**src/rtl/wsfu_pkg.sv**
```systemverilog
// types and constants of the websocket frame unmasker
package wsfu_pkg;

	localparam logic [6:0] LEN_CODE_16 = 7'd126;
	localparam logic [6:0] LEN_CODE_64 = 7'd127;
	localparam logic [3:0] OP_TEXT     = 4'd1;
	localparam logic [3:0] OP_BINARY   = 4'd2;
	localparam logic [3:0] EXT16_BYTES = 4'd2;
	localparam logic [3:0] EXT64_BYTES = 4'd8;
	localparam logic [3:0] KEY_BYTES   = 4'd4;
	localparam logic [15:0] INDEX_MAX  = 16'hffff;

	typedef enum logic [2:0] {
		PH_IDLE,
		PH_LEN7,
		PH_EXTLEN,
		PH_KEY,
		PH_PAYLOAD,
		PH_DONE
	} phase_t;

	typedef struct packed {
		logic [7:0]  payload_byte;
		logic [15:0] byte_index;
		logic        last_byte;
		logic        is_binary;
		logic        final_fragment;
	} result_t;

endpackage

```
**src/rtl/wsfu_in_if.sv**
```systemverilog
// input channel: one received byte per word
interface wsfu_in_if;
	logic       valid;
	logic       ready;
	logic [7:0] data_byte;
	logic       frame_start;

	modport source (output valid, data_byte, frame_start, input ready);
	modport sink (input valid, data_byte, frame_start, output ready);
endinterface

```
**src/rtl/wsfu_out_if.sv**
```systemverilog
// output channel: one unmasked payload byte per word
interface wsfu_out_if;
	logic        valid;
	logic        ready;
	logic [7:0]  payload_byte;
	logic [15:0] byte_index;
	logic        last_byte;
	logic        is_binary;
	logic        final_fragment;

	modport source (output valid, payload_byte, byte_index, last_byte, is_binary,
		final_fragment, input ready);
	modport sink (input valid, payload_byte, byte_index, last_byte, is_binary,
		final_fragment, output ready);
endinterface

```
**src/rtl/wsfu_parser.sv**
```systemverilog
// header parser and payload unmasking state machine
module wsfu_parser (
	input  logic              clk,
	input  logic              arst_n,
	input  logic              step,
	input  logic [7:0]        data_byte,
	input  logic              frame_start,
	output logic              emit,
	output wsfu_pkg::result_t result
);

	wsfu_pkg::phase_t phase_q, phase_n;
	logic        fin_q, fin_n;
	logic [3:0]  opcode_q, opcode_n;
	logic        masked_q, masked_n;
	logic [3:0]  left_q, left_n;
	logic [63:0] len_q, len_n;
	logic [31:0] key_q, key_n;
	logic [15:0] idx_q, idx_n;
	logic        op_ok;
	logic        last;

	always_ff @(posedge clk or negedge arst_n) begin
		if (!arst_n) begin
			phase_q  <= wsfu_pkg::PH_IDLE;
			fin_q    <= 1'b0;
			opcode_q <= '0;
			masked_q <= 1'b0;
			left_q   <= '0;
			len_q    <= '0;
			key_q    <= '0;
			idx_q    <= '0;
		end else if (step) begin
			phase_q  <= phase_n;
			fin_q    <= fin_n;
			opcode_q <= opcode_n;
			masked_q <= masked_n;
			left_q   <= left_n;
			len_q    <= len_n;
			key_q    <= key_n;
			idx_q    <= idx_n;
		end
	end

	assign op_ok = (opcode_q == wsfu_pkg::OP_TEXT) || (opcode_q == wsfu_pkg::OP_BINARY);
	// len_q counts down the bytes still due during the payload
	assign last  = (len_q == 64'd1);

	always_comb begin
		phase_n  = phase_q;
		fin_n    = fin_q;
		opcode_n = opcode_q;
		masked_n = masked_q;
		left_n   = left_q;
		len_n    = len_q;
		key_n    = key_q;
		idx_n    = idx_q;
		emit     = 1'b0;
		result.payload_byte   = data_byte ^ key_q[31:24];
		result.byte_index     = idx_q;
		result.last_byte      = last;
		result.is_binary      = (opcode_q == wsfu_pkg::OP_BINARY);
		result.final_fragment = fin_q;

		if (frame_start) begin
			fin_n    = data_byte[7];
			opcode_n = data_byte[3:0];
			phase_n  = wsfu_pkg::PH_LEN7;
		end else begin
			unique case (phase_q)
				wsfu_pkg::PH_LEN7: begin
					masked_n = data_byte[7];
					if (data_byte[6:0] == wsfu_pkg::LEN_CODE_16) begin
						len_n   = '0;
						left_n  = wsfu_pkg::EXT16_BYTES;
						phase_n = wsfu_pkg::PH_EXTLEN;
					end else if (data_byte[6:0] == wsfu_pkg::LEN_CODE_64) begin
						len_n   = '0;
						left_n  = wsfu_pkg::EXT64_BYTES;
						phase_n = wsfu_pkg::PH_EXTLEN;
					end else begin
						len_n = {57'd0, data_byte[6:0]};
						if (data_byte[7]) begin
							left_n  = wsfu_pkg::KEY_BYTES;
							key_n   = '0;
							phase_n = wsfu_pkg::PH_KEY;
						end else begin
							phase_n = wsfu_pkg::PH_DONE;
						end
					end
				end
				wsfu_pkg::PH_EXTLEN: begin
					len_n  = {len_q[55:0], data_byte};
					left_n = left_q - 4'd1;
					if (left_q == 4'd1) begin
						if (masked_q) begin
							left_n  = wsfu_pkg::KEY_BYTES;
							key_n   = '0;
							phase_n = wsfu_pkg::PH_KEY;
						end else begin
							phase_n = wsfu_pkg::PH_DONE;
						end
					end
				end
				wsfu_pkg::PH_KEY: begin
					key_n  = {key_q[23:0], data_byte};
					left_n = left_q - 4'd1;
					if (left_q == 4'd1) begin
						idx_n = '0;
						if (masked_q && (len_q != 64'd0) && op_ok) begin
							phase_n = wsfu_pkg::PH_PAYLOAD;
						end else begin
							phase_n = wsfu_pkg::PH_DONE;
						end
					end
				end
				wsfu_pkg::PH_PAYLOAD: begin
					emit  = 1'b1;
					// rotate so the next key byte sits on top
					key_n = {key_q[23:0], key_q[31:24]};
					len_n = len_q - 64'd1;
					if (idx_q != wsfu_pkg::INDEX_MAX) begin
						idx_n = idx_q + 16'd1;
					end
					if (last) begin
						phase_n = wsfu_pkg::PH_DONE;
					end
				end
				wsfu_pkg::PH_IDLE, wsfu_pkg::PH_DONE: begin
				end
				default: begin
					phase_n = wsfu_pkg::PH_IDLE;
				end
			endcase
		end
	end

endmodule

```
**src/rtl/websocket_frame_unmasker_top.sv**
```systemverilog
// top level of the websocket frame unmasker: input stage, parser, output register
//
// usage
// - stream carries one received byte per word; frame_start marks the first
//   header byte of a frame and always restarts parsing, dropping any frame
//   in progress
// - result carries one unmasked payload byte per word, with its index in the
//   payload (saturating at 65535), a last-byte mark, the text/binary flag and
//   the FIN bit; only masked text or binary frames with a nonzero length
//   produce words, header bytes and everything else produce none
// - path: a payload byte is registered in the input stage and then in the output register before it shows on result
// - throughput: one byte per cycle while result is not held, set by the single parser step per byte
//   between the input stage and the output register
// - reset: arst_n clears both stages and puts the parser back to waiting for
//   a frame start; bytes before the first frame start are dropped
// - stall: while result is held, the output register keeps its word and the
//   input stage takes one more byte only if it is empty, then stream.ready drops
//   until the output register is taken
module websocket_frame_unmasker_top (
	input  logic       clk,
	input  logic       arst_n,
	wsfu_in_if.sink    stream,
	wsfu_out_if.source result
);

	// input stage
	logic       valid_s1;
	logic [7:0] data_s1;
	logic       start_s1;

	// output register
	logic              out_valid_q;
	wsfu_pkg::result_t out_q;

	logic              advance;
	logic              emit;
	wsfu_pkg::result_t res;

	// the input stage moves on when the output register is free or being taken
	assign advance      = !out_valid_q || result.ready;
	assign stream.ready = !valid_s1 || advance;

	always_ff @(posedge clk or negedge arst_n) begin
		if (!arst_n) begin
			valid_s1 <= 1'b0;
		end else if (stream.ready) begin
			valid_s1 <= stream.valid;
		end
	end

	// payload of the input stage needs no reset
	always_ff @(posedge clk) begin
		if (stream.ready && stream.valid) begin
			data_s1  <= stream.data_byte;
			start_s1 <= stream.frame_start;
		end
	end

	wsfu_parser u_parser (
		.clk         (clk),
		.arst_n      (arst_n),
		.step        (valid_s1 && advance),
		.data_byte   (data_s1),
		.frame_start (start_s1),
		.emit        (emit),
		.result      (res)
	);

	always_ff @(posedge clk or negedge arst_n) begin
		if (!arst_n) begin
			out_valid_q <= 1'b0;
		end else if (advance) begin
			out_valid_q <= valid_s1 && emit;
		end
	end

	always_ff @(posedge clk) begin
		if (advance && valid_s1 && emit) begin
			out_q <= res;
		end
	end

	assign result.valid          = out_valid_q;
	assign result.payload_byte   = out_q.payload_byte;
	assign result.byte_index     = out_q.byte_index;
	assign result.last_byte      = out_q.last_byte;
	assign result.is_binary      = out_q.is_binary;
	assign result.final_fragment = out_q.final_fragment;

endmodule

```
**src/flat_wrapper.sv**
```systemverilog
// flat-port wrapper written by rule: the top's interface ports become plain ports
module websocket_frame_unmasker_top_flat 
  (clk, arst_n, stream_valid, stream_data_byte, stream_frame_start, stream_ready, result_valid, result_payload_byte, result_byte_index, result_last_byte, result_is_binary, result_final_fragment, result_ready);
  wsfu_in_if stream_i ();
  wsfu_out_if result_i ();
  input  logic clk;
  input  logic arst_n;
  input wire logic [$bits(stream_i.valid)-1:0] stream_valid;
  input wire logic [$bits(stream_i.data_byte)-1:0] stream_data_byte;
  input wire logic [$bits(stream_i.frame_start)-1:0] stream_frame_start;
  output wire logic [$bits(stream_i.ready)-1:0] stream_ready;
  output wire logic [$bits(result_i.valid)-1:0] result_valid;
  output wire logic [$bits(result_i.payload_byte)-1:0] result_payload_byte;
  output wire logic [$bits(result_i.byte_index)-1:0] result_byte_index;
  output wire logic [$bits(result_i.last_byte)-1:0] result_last_byte;
  output wire logic [$bits(result_i.is_binary)-1:0] result_is_binary;
  output wire logic [$bits(result_i.final_fragment)-1:0] result_final_fragment;
  input wire logic [$bits(result_i.ready)-1:0] result_ready;
  assign stream_i.valid = stream_valid;
  assign stream_i.data_byte = stream_data_byte;
  assign stream_i.frame_start = stream_frame_start;
  assign stream_ready = stream_i.ready;
  assign result_valid = result_i.valid;
  assign result_payload_byte = result_i.payload_byte;
  assign result_byte_index = result_i.byte_index;
  assign result_last_byte = result_i.last_byte;
  assign result_is_binary = result_i.is_binary;
  assign result_final_fragment = result_i.final_fragment;
  assign result_i.ready = result_ready;
  websocket_frame_unmasker_top u_core (.clk(clk), .arst_n(arst_n), .stream(stream_i), .result(result_i));
endmodule
```
**config.mk**
```make
export PLATFORM = sky130hd
export DESIGN_NAME = websocket_frame_unmasker_top_flat
export DESIGN_NICKNAME = d
export VERILOG_FILES = /design/src/rtl/wsfu_pkg.sv /design/src/rtl/wsfu_in_if.sv /design/src/rtl/wsfu_out_if.sv /design/src/rtl/wsfu_parser.sv /design/src/rtl/websocket_frame_unmasker_top.sv /design/src/flat_wrapper.sv
export SDC_FILE = /design/constraint.sdc
export NUM_CORES = 1
export LEC_CHECK = 0
export BUFFER_PORTS_ARGS = -buffer_cell sky130_fd_sc_hd__buf_2
export CAP_MARGIN = 20
export CORE_UTILIZATION = 53
export CTS_CLUSTER_DIAMETER = 50
export CTS_CLUSTER_SIZE = 10
export DETAILED_ROUTE_END_ITERATION = 7
export GPL_TIMING_DRIVEN = 0
export PLACE_DENSITY_LB_ADDON = 0.25
export SYNTH_ARGS = -nofsm -noshare
export SYNTH_HDL_FRONTEND = slang
export SYNTH_HIERARCHICAL = 1
export SYNTH_SLANG_ARGS = --single-unit
```
**constraint.sdc**
```tcl
create_clock -name clk -period 3 [get_ports clk]
set_clock_uncertainty 0.2 [all_clocks]
set_input_delay 0.45 -clock clk [delete_from_list [all_inputs] [get_ports clk]]
set_output_delay 0.45 -clock clk [all_outputs]
set_load 0.05 [all_outputs]
```
==> metrics <==
die area 16300 sq um; GRT overflow 0; syn_nets 918; Slew HR ~42%; Worst VDD drop approximately 0.00053 V; largest family of logic cells by synthesized area simple AND/OR/NAND/NOR gates; Compound-Gate Fraction of Synth Area about a fifth; Setup WS post-layout -0.0563 ns; area of the multi-input gates 3950 sq um; # diodes 0; CP top delay family simple AND/OR/NAND/NOR gates; register bit total from synthesis 163; post-route cell area around 9800 sq um; antenna violations before repair 0; Global Route Usage Sum between 30% and 40%; Register Area 4260 sq um; via/cell ratio 6.58; crit share post-route 102%; Die Y 128 um; post-layout min period 3.06 ns; Simple-Gate Fraction of Synth Area between 20% and 30%; pin count of the biggest net entering global routing slightly above 80; initial drt markers 1058; average size of a mapped cell 9.33 sq um; count of cell types in the netlist 65; Adder-Cell Fraction of Synth Area 0.895%; # setup viols final 1; hold crit path type primary input to flop; CTS Buf Count 17; die width 128 um; Critical Path RT 3.08 ns; routed len/inst 20.5 um; clk buf depth 2; CTS root buf clkbuf_16; fillers 1282; clock slew at the register clock pins of the worst setup and hold paths 0.06 ns; proportion of layout cells with a drive suffix above 1 14.0%; Rows 45; Routed WL 24700 um; I/O pin total 42; Synth Cell Area 8390 sq um; Placement Cell Area 8930 sq um; CP startpoint kind flop; Peak Freq approximately 0.33 GHz; post-synthesis mux area share 0.925%; warning count from the yosys run 6; crit path cell chain or4_4, or4_4, or4_4, or4_4, nand3_2, o311ai_2; Post-synth EDFFs 36; Worst Tran Pin Value between 0.8 and 0.9 ns; Crit. End Element flop; sequential share of the synthesized area 50.8%; GP Congestion slightly above 0.9; CTS tree built; H-tree Lvls 4; Mapped Cells 899; core box area 15300 sq um; PwrDens roughly 810 nW/um^2; Hold Violations, Final 0; nets 999; drc violations 0; Final Core Density 64.0%; maximum fanout along the worst path 5; worst skew pair latency roughly 0.43 ns; Max stage delay on crit path 0.58 ns; RSZ-0062 raised after global routing true; Max Cap Viol 0; P_leak 0.00402 uW; failing checks negative setup slack; DPL Wire Length 16100 um; asr flop ratio synth 77.9%; Initial Util a little over half; vias in the first global route 7520; DRT antenna net count 0; global-route wire length before repair between 30000 and 40000 um; vias post-DR 7918; Data arrival, critical path 3.14 ns; most frequent CP cell or4_4; Sink Count 163; kind of critical path flop to flop; post-place setup slack -0.525 ns; status finished, violations left; Synth-to-Final Area Change 16.7%; Pre-Repair DR Iteration Count 6; Buf/Inv on CP 0; dominant synthesized flop cell dfrtp_1; XOR/XNOR share of the synthesized area under 10%; critical path's slowest cell or4_4; Port Buf Inserts 41; Final Slew Violations 0
==> cell usage after synthesis (4+ instances only) <==
master | instances | area [sq um]
or3_1 | 15 | 93.8
buf_1 | 5 | 18.8
ha_1 | 6 | 75.1
clkbuf_1 | 47 | 176
a31oi_1 | 4 | 25.0
o31ai_1 | 5 | 37.5
and3_1 | 7 | 43.8
edfxtp_1 | 36 | 1080
nand2_1 | 122 | 458
o2bb2ai_1 | 11 | 96.3
nor2_1 | 71 | 267
nor4_1 | 19 | 119
xnor2_1 | 4 | 35.0
o211ai_1 | 8 | 60.1
a21oi_1 | 41 | 205
or4_4 | 4 | 45.0
or2_2 | 6 | 37.5
nand3_1 | 25 | 125
xor2_1 | 16 | 140
or4_1 | 6 | 45.0
o22ai_1 | 5 | 31.3
nor3_1 | 39 | 195
and2_1 | 6 | 37.5
dfrtp_1 | 127 | 3180
inv_1 | 15 | 56.3
nand4_1 | 8 | 50.1
a22oi_1 | 30 | 225
a32oi_1 | 17 | 149
mux2_2 | 6 | 67.6
o21ai_0 | 114 | 571
nand2b_1 | 8 | 50.1
o311ai_0 | 10 | 87.6
o21ai_1 | 4 | 20.0
==> worst paths after layout <==
check,start,to,depth (start not counted),slack [ns]
setup / recovery,u_core/u_parser/len_q[11],u_core/u_parser/len_q[61],6,-0.06
hold / removal,stream_valid,u_core/valid_s1,2,0.04
setup reg to reg,u_core/u_parser/len_q[11],u_core/u_parser/len_q[61],6,-0.06
hold reg to reg,u_core/u_parser/key_q[15],u_core/u_parser/key_q[15],2,0.28
max in group asynchronous,arst_n,u_core/u_parser/len_q[55],3,1.49
min in group asynchronous,arst_n,u_core/u_parser/key_q[13],2,0.31
==> through the flow <==
step                      total power (uW)  setup TNS [ns]  cells  hold WS (ns)
after floorplan                       4650               0    899       -0.0456
final                                 7950         -0.0563   1204        0.0441
after detailed placement              5490          -12.96   1154         0.208
after CTS                             7670         -0.0591   1197        0.0322
after global placement                5440          -80.37   1151         0.261
after global routing                  8320          -0.161   1204        0.0453
==> sequential cells by signal, summed over array words and instances (netlist names), 3 cells and up <==
| signal | cells |
|---|---|
| u_core/u_parser/left_q | 4 |
| u_core/u_parser/idx_q | 16 |
| u_core/u_parser/phase_q | 3 |
| u_core/data_s1 | 8 |
| u_core/u_parser/opcode_q | 4 |
| u_core/result.byte_index | 16 |
| u_core/result.payload_byte | 8 |
| u_core/u_parser/key_q | 32 |
| u_core/u_parser/len_q | 64 |
==> placed cells by master (no fill, tap or decap), types with 7 or more instances in the layout <==
master	n
dfrtp_1	127
nand2_1	122
o21ai_0	114
nor2_1	69
a21oi_1	41
buf_2	40
edfxtp_1	36
clkbuf_1	35
nor3_1	35
a22oi_1	30
nand3_1	23
clkbuf_16	17
a32oi_1	17
xor2_1	16
nor4_1	16
inv_1	15
or3_1	15
clkbuf_2	14
o2bb2ai_1	11
dlygate4sd3_1	10
buf_4	9
nand2b_1	8
nand4_1	8
o311ai_0	8
o211ai_1	8
and3_1	7
==> report_power, final <==
group / switching (uW) / total [uW] / leakage, uW / internal (uW)
registers: 355 / 2880 / 0.00208 / 2530
clock network: 934 / 2120 / 0.000274 / 1180
logic: 2010 / 2950 / 0.00166 / 939
==> repair_timing <==
action | CTS | global route
gates resized for setup | 19 | 25
endpoints found under the setup margin | 77 | 77
hold endpoints to repair | 55 | 0
pin swaps | 1 | 1
hold buffers | 10 | 0
setup buffers | 1 | 7
==> cells by family (layout without fill, tap and decap cells) <==
family / count (synthesis) / after routing
and+or+nand+nor: 357 / 357
AOI/OAI and AO/OA: 276 / 276
xor gates and xnor gates: 20 / 20
muxes: 7 / 7
adders and majority gates: 6 / 6
DFF: 163 / 163
buffers and inverters: 70 / 164
==> worst register-to-register path, stage by stage, from the launching register on <==
cell      delay (ns)
dfrtp_1         0.44
or4_4           0.58
or4_4           0.48
or4_4           0.57
or4_4           0.46
nand3_2         0.10
o311ai_2        0.10
==> metal layers <==
metal  track usage (%)  vias to the layer above  share of wire, %
li1                  -                     3516                 -
met1              43.7                     3773                41
met2              47.8                      554                45
met3              5.93                       75                11
met4              14.9                        0               3.1
met5                 0                        -                 0
==> area by class of cell <==
cell class | instances | area share, %
Timing Repair Buffer | 62 | 4.59
Multi-Input combinational cell | 666 | 40.4
Tap cell | 211 | 2.70
Buffer | 55 | 2.48
Clock buffer | 20 | 4.56
Sequential cell | 163 | 43.5
Clock inverter | 12 | 1.25
Inverter | 15 | 0.575
No activity file was read; power rests on OpenSTA's default activity.
